[config.mk]
export PLATFORM = sky130hd
export DESIGN_NAME = tcc_ctrl
export DESIGN_NICKNAME = d
export VERILOG_FILES = /design/src/rtl/tcc_pkg.sv /design/src/rtl/tcc_ctrl.sv
export SDC_FILE = /design/constraint.sdc
export NUM_CORES = 1
export LEC_CHECK = 0
export ABC_CLOCK_PERIOD_IN_PS = 1900
export BUFFER_PORTS_ARGS = -buffer_cell sky130_fd_sc_hd__buf_2
export CORE_AREA = 2 2 39 41
export DETAILED_ROUTE_END_ITERATION = 12
export DIE_AREA = 0 0 41 43
export GPL_TIMING_DRIVEN = 0
export PLACE_DENSITY = 0.57
export REMOVE_ABC_BUFFERS = 1
export SYNTH_ARGS = -nofsm -noshare
export SYNTH_HDL_FRONTEND = slang
export SYNTH_SLANG_ARGS = --single-unit
[constraint.sdc]
create_clock -name i_clk -period 1.9 [get_ports i_clk]
set_input_delay 0.19 -clock i_clk [delete_from_list [all_inputs] [get_ports i_clk]]
set_output_delay 0.19 -clock i_clk [all_outputs]
set_load 0.005 [all_outputs]
[src/rtl/tcc_pkg.sv]
`timescale 1ns / 1ps
// ----------------------------------------------------------------------------
// tcc_pkg
// Shared types and constants for the text console cursor/scroll engine.
// ----------------------------------------------------------------------------
package tcc_pkg;

    localparam int OP_W    = 2;
    localparam int CHAR_W  = 8;
    localparam int RROW_W  = 5;
    localparam int RCOL_W  = 7;
    localparam int OCOL_W  = 7;
    localparam int OLINE_W = 5;

    localparam logic [OP_W-1:0] OP_PUT   = 2'd0;
    localparam logic [OP_W-1:0] OP_READ  = 2'd1;
    localparam logic [OP_W-1:0] OP_CLEAR = 2'd2;

    localparam logic [CHAR_W-1:0] CH_BACKSPACE = 8'd8;
    localparam logic [CHAR_W-1:0] CH_NEWLINE   = 8'd10;
    localparam logic [CHAR_W-1:0] CH_RETURN    = 8'd13;

    typedef struct packed {
        logic load_in;
        logic exec;
        logic base;
        logic sweep_all;
        logic sweep_row;
        logic write_ch;
        logic read;
        logic load_out;
    } t_dp_cmd;

    typedef struct packed {
        logic clear_op;
        logic scroll;
        logic write;
        logic read;
        logic last_all;
        logic last_row;
    } t_dp_sts;

endpackage

[src/rtl/tcc_ctrl.sv]
`timescale 1ns / 1ps
// ----------------------------------------------------------------------------
// tcc_ctrl
// Sequencer: store sweeps, per-transaction steps and output register valid.
// ----------------------------------------------------------------------------
module tcc_ctrl import tcc_pkg::*; (
    input  logic    i_clk,
    input  logic    i_rst_n,
    input  logic    i_in_valid,
    output logic    o_in_stall,
    output logic    o_out_valid,
    input  logic    i_out_stall,
    output t_dp_cmd o_cmd,
    input  t_dp_sts i_sts
);

    typedef enum logic [3:0] {
        S_INIT,
        S_IDLE,
        S_EXEC,
        S_BASE,
        S_ROWCLR,
        S_WRITE,
        S_READ,
        S_CLR,
        S_DONE
    } t_state;

    t_state r_state, n_state;
    logic   r_out_valid, n_out_valid;

    always_comb begin
        o_cmd   = '0;
        n_state = r_state;
        case (r_state)
            S_INIT: begin
                o_cmd.sweep_all = 1'b1;
                if (i_sts.last_all) begin
                    n_state = S_IDLE;
                end
            end
            S_IDLE: begin
                if (i_in_valid) begin
                    o_cmd.load_in = 1'b1;
                    n_state       = S_EXEC;
                end
            end
            S_EXEC: begin
                o_cmd.exec = 1'b1;
                n_state    = S_BASE;
            end
            S_BASE: begin
                o_cmd.base = 1'b1;
                if (i_sts.clear_op) begin
                    n_state = S_CLR;
                end else if (i_sts.scroll) begin
                    n_state = S_ROWCLR;
                end else if (i_sts.write) begin
                    n_state = S_WRITE;
                end else if (i_sts.read) begin
                    n_state = S_READ;
                end else begin
                    n_state = S_DONE;
                end
            end
            S_ROWCLR: begin
                o_cmd.sweep_row = 1'b1;
                if (i_sts.last_row) begin
                    n_state = i_sts.write ? S_WRITE : S_DONE;
                end
            end
            S_WRITE: begin
                o_cmd.write_ch = 1'b1;
                n_state        = S_DONE;
            end
            S_READ: begin
                o_cmd.read = 1'b1;
                n_state    = S_DONE;
            end
            S_CLR: begin
                o_cmd.sweep_all = 1'b1;
                if (i_sts.last_all) begin
                    n_state = S_DONE;
                end
            end
            S_DONE: begin
                if (!r_out_valid || !i_out_stall) begin
                    o_cmd.load_out = 1'b1;
                    n_state        = S_IDLE;
                end
            end
            default: begin
                n_state = S_IDLE;
            end
        endcase

        if (o_cmd.load_out) begin
            n_out_valid = 1'b1;
        end else if (r_out_valid && !i_out_stall) begin
            n_out_valid = 1'b0;
        end else begin
            n_out_valid = r_out_valid;
        end
    end

    always_ff @(posedge i_clk) begin
        if (!i_rst_n) begin
            r_state     <= S_INIT;
            r_out_valid <= 1'b0;
        end else begin
            r_state     <= n_state;
            r_out_valid <= n_out_valid;
        end
    end

    assign o_in_stall  = (r_state != S_IDLE);
    assign o_out_valid = r_out_valid;

endmodule

==> results of run 1 <==
worst max-delay path: cells and delay by family (launching register included):
kind	cells	cell delay [ps]
flip-flops	1	550
AO/OA/AOI/OAI	1	170
AND/OR/NAND/NOR	3	990
repair_timing:
item,4_1_cts,5_1_grt
endpoints found under the setup margin,0,1
endpoints found under the hold margin,0,0
gates resized for setup,0,1
synth_stat cells, types with 2 or more instances:
cell      n
nor2_1    7
nand2_1   6
dfxtp_1   5
nand2b_1  5
inv_1     4
a21oi_1   3
buf_4     3
nor3_1    3
or3_1     3
mux2i_1   2
nand3_1   2
nor3b_1   2
power by group through the flow:
stage / Sequential [W] / Combinational (W) / Clock, W
after floorplan: 0.000181 / 0.000210 / 0
after global routing: 0.000213 / 0.000330 / 0.000142
after global placement: 0.000204 / 0.000284 / 0
after CTS: 0.000202 / 0.000291 / 0.000129
final: 0.000206 / 0.000286 / 0.000122
after detailed placement: 0.000204 / 0.000290 / 0
path summary, 6_finish.rpt:
path,cells past startpoint,slack (ps),startpoint,endpoint
worst max-delay path,4,120,r_state[3],r_state[1]
worst min-delay path,3,230,i_rst_n,r_state[0]
worst max register to register,4,120,r_state[3],r_state[1]
worst min register to register,2,490,o_out_valid,o_out_valid
area by class of cell:
cell class / instances / area [µm²] / area share
Inverter: 4 / 15.01 / 0.02626
Timing Repair Buffer: 19 / 95.09 / 0.1663
Sequential cell: 5 / 101.3 / 0.1772
Tap cell: 16 / 20.02 / 0.03501
Clock buffer: 4 / 26.28 / 0.04595
Multi-Input combinational cell: 49 / 314.1 / 0.5492
state kept, by name, indices dropped and copies added (netlist names):
name         flops
r_state          4
o_out_valid      1
logic make-up after synthesis:
family	Yosys count
AO/OA/AOI/OAI	13
flip-flops	5
multiplexers	2
buffers and inverters	9
AND/OR/NAND/NOR	34
metal layers:
layer / global-route usage / up-vias / part of all wire
li1: - / 263 / -
met4: 0.04000 / 0 / 0
met3: 0.07853 / 0 / 0.065
met1: 0.1839 / 232 / 0.46
met5: 0 / - / 0
met2: 0.2031 / 14 / 0.48
metrics by stage:
step	cell area, µm²	total power [W]	instances	hold slack [ps]	utilization
floorplan	429.2	0.0003908	58	337.6	-
global placement	544.3	0.0004871	93	487.5	0.3933
detailed placement	544.3	0.0004945	93	483.3	0.3933
CTS	570.5	0.0006225	97	228.8	0.4123
global route	571.8	0.0006858	97	222.1	0.4132
finish	571.8	0.0006141	97	229.1	0.4132
layout by cell type, fill, tap and decap left out, drive strengths merged, types with 3 or more instances in the layout:
master | synthesis | final
buf | 4 | 19
nor2 | 7 | 7
nor3 | 3 | 3
nand2b | 5 | 5
clkbuf | 1 | 4
dfxtp | 5 | 5
inv | 4 | 4
a21oi | 3 | 3
or3 | 3 | 3
nand2 | 6 | 6
==> metrics.yaml, run 1 <==
cts-root-buf: "clkbuf_4"
seq_area_frac_synth: 0.2174
slowest_stage: "dfxtp_1"
path_clk_slew_ps: 50
path_cells: "or4b_4 > or2_4 > and3_4 > a211oi_2"
fillers: 155
timing.final.ws_setup_ps: 122.8
pwr-share-clk: 0.199
worstSetupPathType: "flop to flop"
cts_buffers: 3
synth_largest_area_cell: "dfxtp_1"
rsz0062_at_grt: "false"
start_util: 0.3327
endpoint_kind: "flop"
hold_viol_final: 0
clockBufferDepth: 2
p_leak_nw: 0.2617
path_max_fanout: 12
finalCritPeriodShare: 0.9354
worstPathArrival_ps: 1940
synthArstFlopShare: 0
maxSlewHeadroom: 0.7317
synth_compound_area_frac: 0.2147
p_sw_w: 0.0002527
yosys.area_share.simple: 0.4239
fmax_mhz: 562.7
worstMarginPinSlew_ps: 401.8
p_int_w: 0.0003613
outcome: "completed"
yosysUniqueCellTypes: 30
synth_top_area_frac: 0.2174
critical_path_required_ps: 2070
die_w_um: 41
nets: 92
die_area_um2: 1763
postCtsHoldBufs: 0
grt_overflow: 0
synth_top_family_by_area: "simple AND/OR/NAND/NOR gates"
clock_latency_ps: 240
synthMuxAreaShare: 0.04348
critPathMaxStageDelay_ps: 550
core_region_area_um2: 1384
fin_crit_ps: 1777
synth.ff_latch_count: 5
synth_fa_ha_area_frac: 0
ios: 20
p_seq_frac: 0.336
synth_edf_count: 0
viasPerCell: 5.247
layout-drive-gt1-share: 0.3457
drtPass1Iterations: 6
maxCapViolations: 0
irDropWorstVdd_mv: 0.5677
cts_tree: "done"
swShare: 0.4116
antenna_cells: 0
place_congestion: 0.7664
syn_area_um2: 460.4
synth-main-ff-cell: "dfxtp_1"
grt_max_degree: 17
yosys_warnings: 0
dp_hpwl_um: 796
routedWlPerCell_um: 11.04
io_buffers: 19
dr_total_vias: 509
dr.first_iter.drc_count: 11
track_usage: 0.1437
synth_xor_area_frac: 0
wirelength_um: 1071
synth_area_leaders: "dfxtp_1 (22%), nand2b_1 (6.8%), nor2_1 (5.7%)"
tns_ps: 0
grt_pass1_wl_um: 1725
dp_slack_ps: 147.9
cts.htree.levels: 1
antenna_left: 0
drcViolationCount: 0
power.density_nw_per_um2: 1074
setup_viol: 0
synth_cells: 63
cts.sinks: 5
comb_power_share: 0.465
hp-class: "primary input to flop"
first_global_vias: 425
start_kind: "flop"
post_cts_buffers: 0
clock_skew_ps: 6.346
antenna_found_initial: 0
area_growth_pct: 24.18
dieHeight_um: 43
syn_avg_cell_area_um2: 7.309
rows: 14
drv_slew: 0
No activity file was read; power rests on OpenSTA's default activity.
==> run 2: changes to the inputs <==
--- a/config.mk
+++ b/config.mk
@@ -12,7 +12,6 @@
 export DIE_AREA = 0 0 41 43
 export GPL_TIMING_DRIVEN = 0
 export PLACE_DENSITY = 0.57
-export REMOVE_ABC_BUFFERS = 1
 export SYNTH_ARGS = -nofsm -noshare
 export SYNTH_HDL_FRONTEND = slang
 export SYNTH_SLANG_ARGS = --single-unit
==> metrics.yaml, run 2 (synthesized netlist as in run 1, its figures left out) <==
area_growth_pct: 30.71  # was 24.18%
cts.sinks: 5  # unchanged
drv_slew: 0  # unchanged
maxCapViolations: 0  # unchanged
power.density_nw_per_um2: 1066  # was 1074 nW/µm²
cts_resized: 0  # unchanged
wirelength_um: 1103  # was 1071 µm
hold_ws_ps: 233.4  # was 229.1 ps
clock_skew_ps: 0.08610  # was 6.346 ps
dr_total_vias: 526  # was 509
irDropWorstVdd_mv: 0.5365  # was 0.5677 mV
antenna_found_initial: 0  # unchanged
cts-root-buf: "clkbuf_4"  # unchanged
grt_max_degree: 11  # was 17
hold_viol_final: 0  # unchanged
p_leak_nw: 0.2837  # was 0.2617 nW
fillers: 168  # was 155
reg2reg_depth: 4  # unchanged
path_clk_slew_ps: 40  # was 50 ps
grt_overflow: 0  # unchanged
core_region_area_um2: 1384  # unchanged
endpoint_kind: "output pin"  # was flop
layout-drive-gt1-share: 0.3605  # was 0.3457
min_path_cells: 3  # unchanged
clockBufferDepth: 2  # unchanged
path_max_fanout: 10  # was 12
postCtsHoldBufs: 0  # unchanged
first_global_vias: 472  # was 425
antenna_left: 0  # unchanged
syn-num-nets: 73
clock_latency_ps: 240  # about the same
drcViolationCount: 0  # unchanged
largest_reg_flops: 4  # unchanged
slowest_stage: "dfxtp_1"  # unchanged
io_buffers: 19  # unchanged
tns_ps: 0  # unchanged
worstSetupPathType: "flop to output pin"  # was flop to flop
ios: 20  # unchanged
critical_path_required_ps: 1710  # was 2070 ps
rsz0062_at_grt: "false"  # unchanged
dr.first_iter.drc_count: 6  # was 11
finalCritPeriodShare: 0.8954  # was 0.9354
cts_tree: "done"  # unchanged
start_util: 0.3327  # unchanged
nets: 97  # was 92
path_cells: "buf_4 > nand2b_1 > or3_1 > nor2_1 > buf_2"  # was or4b_4 > or2_4 > and3_4 > a211oi_2
routedWlPerCell_um: 10.81  # was 11.04 µm
worstMarginPinSlew_ps: 389.1  # was 401.8 ps
maxSlewHeadroom: 0.7406  # was 0.7317
fin_crit_ps: 1701  # was 1777 ps
cts_buffers: 3  # unchanged
fin_util: 0.4349  # was 0.4132
drtPass1Iterations: 4  # was 6
final_common_cell: "buf_2"  # unchanged
worstPathArrival_ps: 1510  # was 1940 ps
hp-class: "primary input to flop"  # unchanged
setup_viol: 0  # unchanged
grt_pass1_wl_um: 1863  # was 1725 µm
start_kind: "flop"  # unchanged
die_w_um: 41  # unchanged
place_congestion: 0.7520  # was 0.7664
post_cts_buffers: 0  # unchanged
viasPerCell: 5.157  # was 5.247
rows: 14  # unchanged
layout_common_cells: "buf_2 (20), nor2_1 (7), nand2_1 (6)"  # was buf_2 (19), nor2_1 (7), nand2_1 (6)
antenna_cells: 0  # unchanged
fmax_mhz: 587.8  # was 562.7 MHz
outcome: "completed"  # unchanged
dp_hpwl_um: 850.9  # was 796 µm
dieHeight_um: 43  # unchanged
critPathMaxStageDelay_ps: 440  # was 550 ps
top_register: "r_state"  # unchanged
track_usage: 0.1539  # was 0.1437
cts.htree.levels: 1  # unchanged
die_area_um2: 1763  # unchanged
seq_area_um2: 100.1  # was 101.3 µm²
multi_input_area_um2: 314.1  # unchanged
run 2: cell count changes in the layout (fill, tap and decap cells not counted), sizes merged:
cell    change
buf         +4
clkbuf      +1
run 2: metal layers:
metal,vias to the layer above,routed length [µm],track usage,part of all wire
met5,-,0,0,0
met4,0,0,0.04000,0
met3,0,31,0.06283,0.028
met2,7,549,0.2375,0.50
met1,247,522,0.1909,0.47
li1,272,-,-,-
run 2: final timing paths:
kind / from / endpoint / slack, ps
max: r_state[0] / o_cmd[7] / 200
min: i_rst_n / r_state[0] / 230
max reg2reg: r_state[0] / r_state[1] / 320
min reg2reg: o_out_valid / o_out_valid / 490
run 2: metrics by stage:
| stage | instance area (µm²) | setup WS [ps] | power [W] | instances |
|---|---|---|---|---|
| after floorplan | 460.4 | 388.0 | 0.0004141 | 63 |
| after global placement | 575.6 | 319.6 | 0.0005188 | 98 |
| after detailed placement | 575.6 | 321.3 | 0.0005214 | 98 |
| after CTS | 601.8 | 182.2 | 0.0006508 | 102 |
| after global routing | 601.8 | 85.08 | 0.0007048 | 102 |
| final | 601.8 | 198.7 | 0.0006415 | 102 |
run 2: where the power goes:
part	switching [W]	internal, W	total [W]	leakage, nW
logic	0.000191	0.000172	0.000363	0.228
registers	0.0000268	0.000128	0.000154	0.0408
clock network	0.0000447	0.0000795	0.000124	0.0150
run 2: critical path: cells and delay by family (launching register included):
family / cells / cell delay, ps
buffers and inverters: 2 / 330
DFF: 1 / 440
and+or+nand+nor: 3 / 490
run 2: cell type report:
type                            count  share of cell area
Timing Repair Buffer               19              0.1580
Multi-Input combinational cell     49              0.5218
Buffer                              5             0.05198
Sequential cell                     5              0.1663
Inverter                            4             0.02495
Tap cell                           16             0.03326
Clock buffer                        4             0.04366
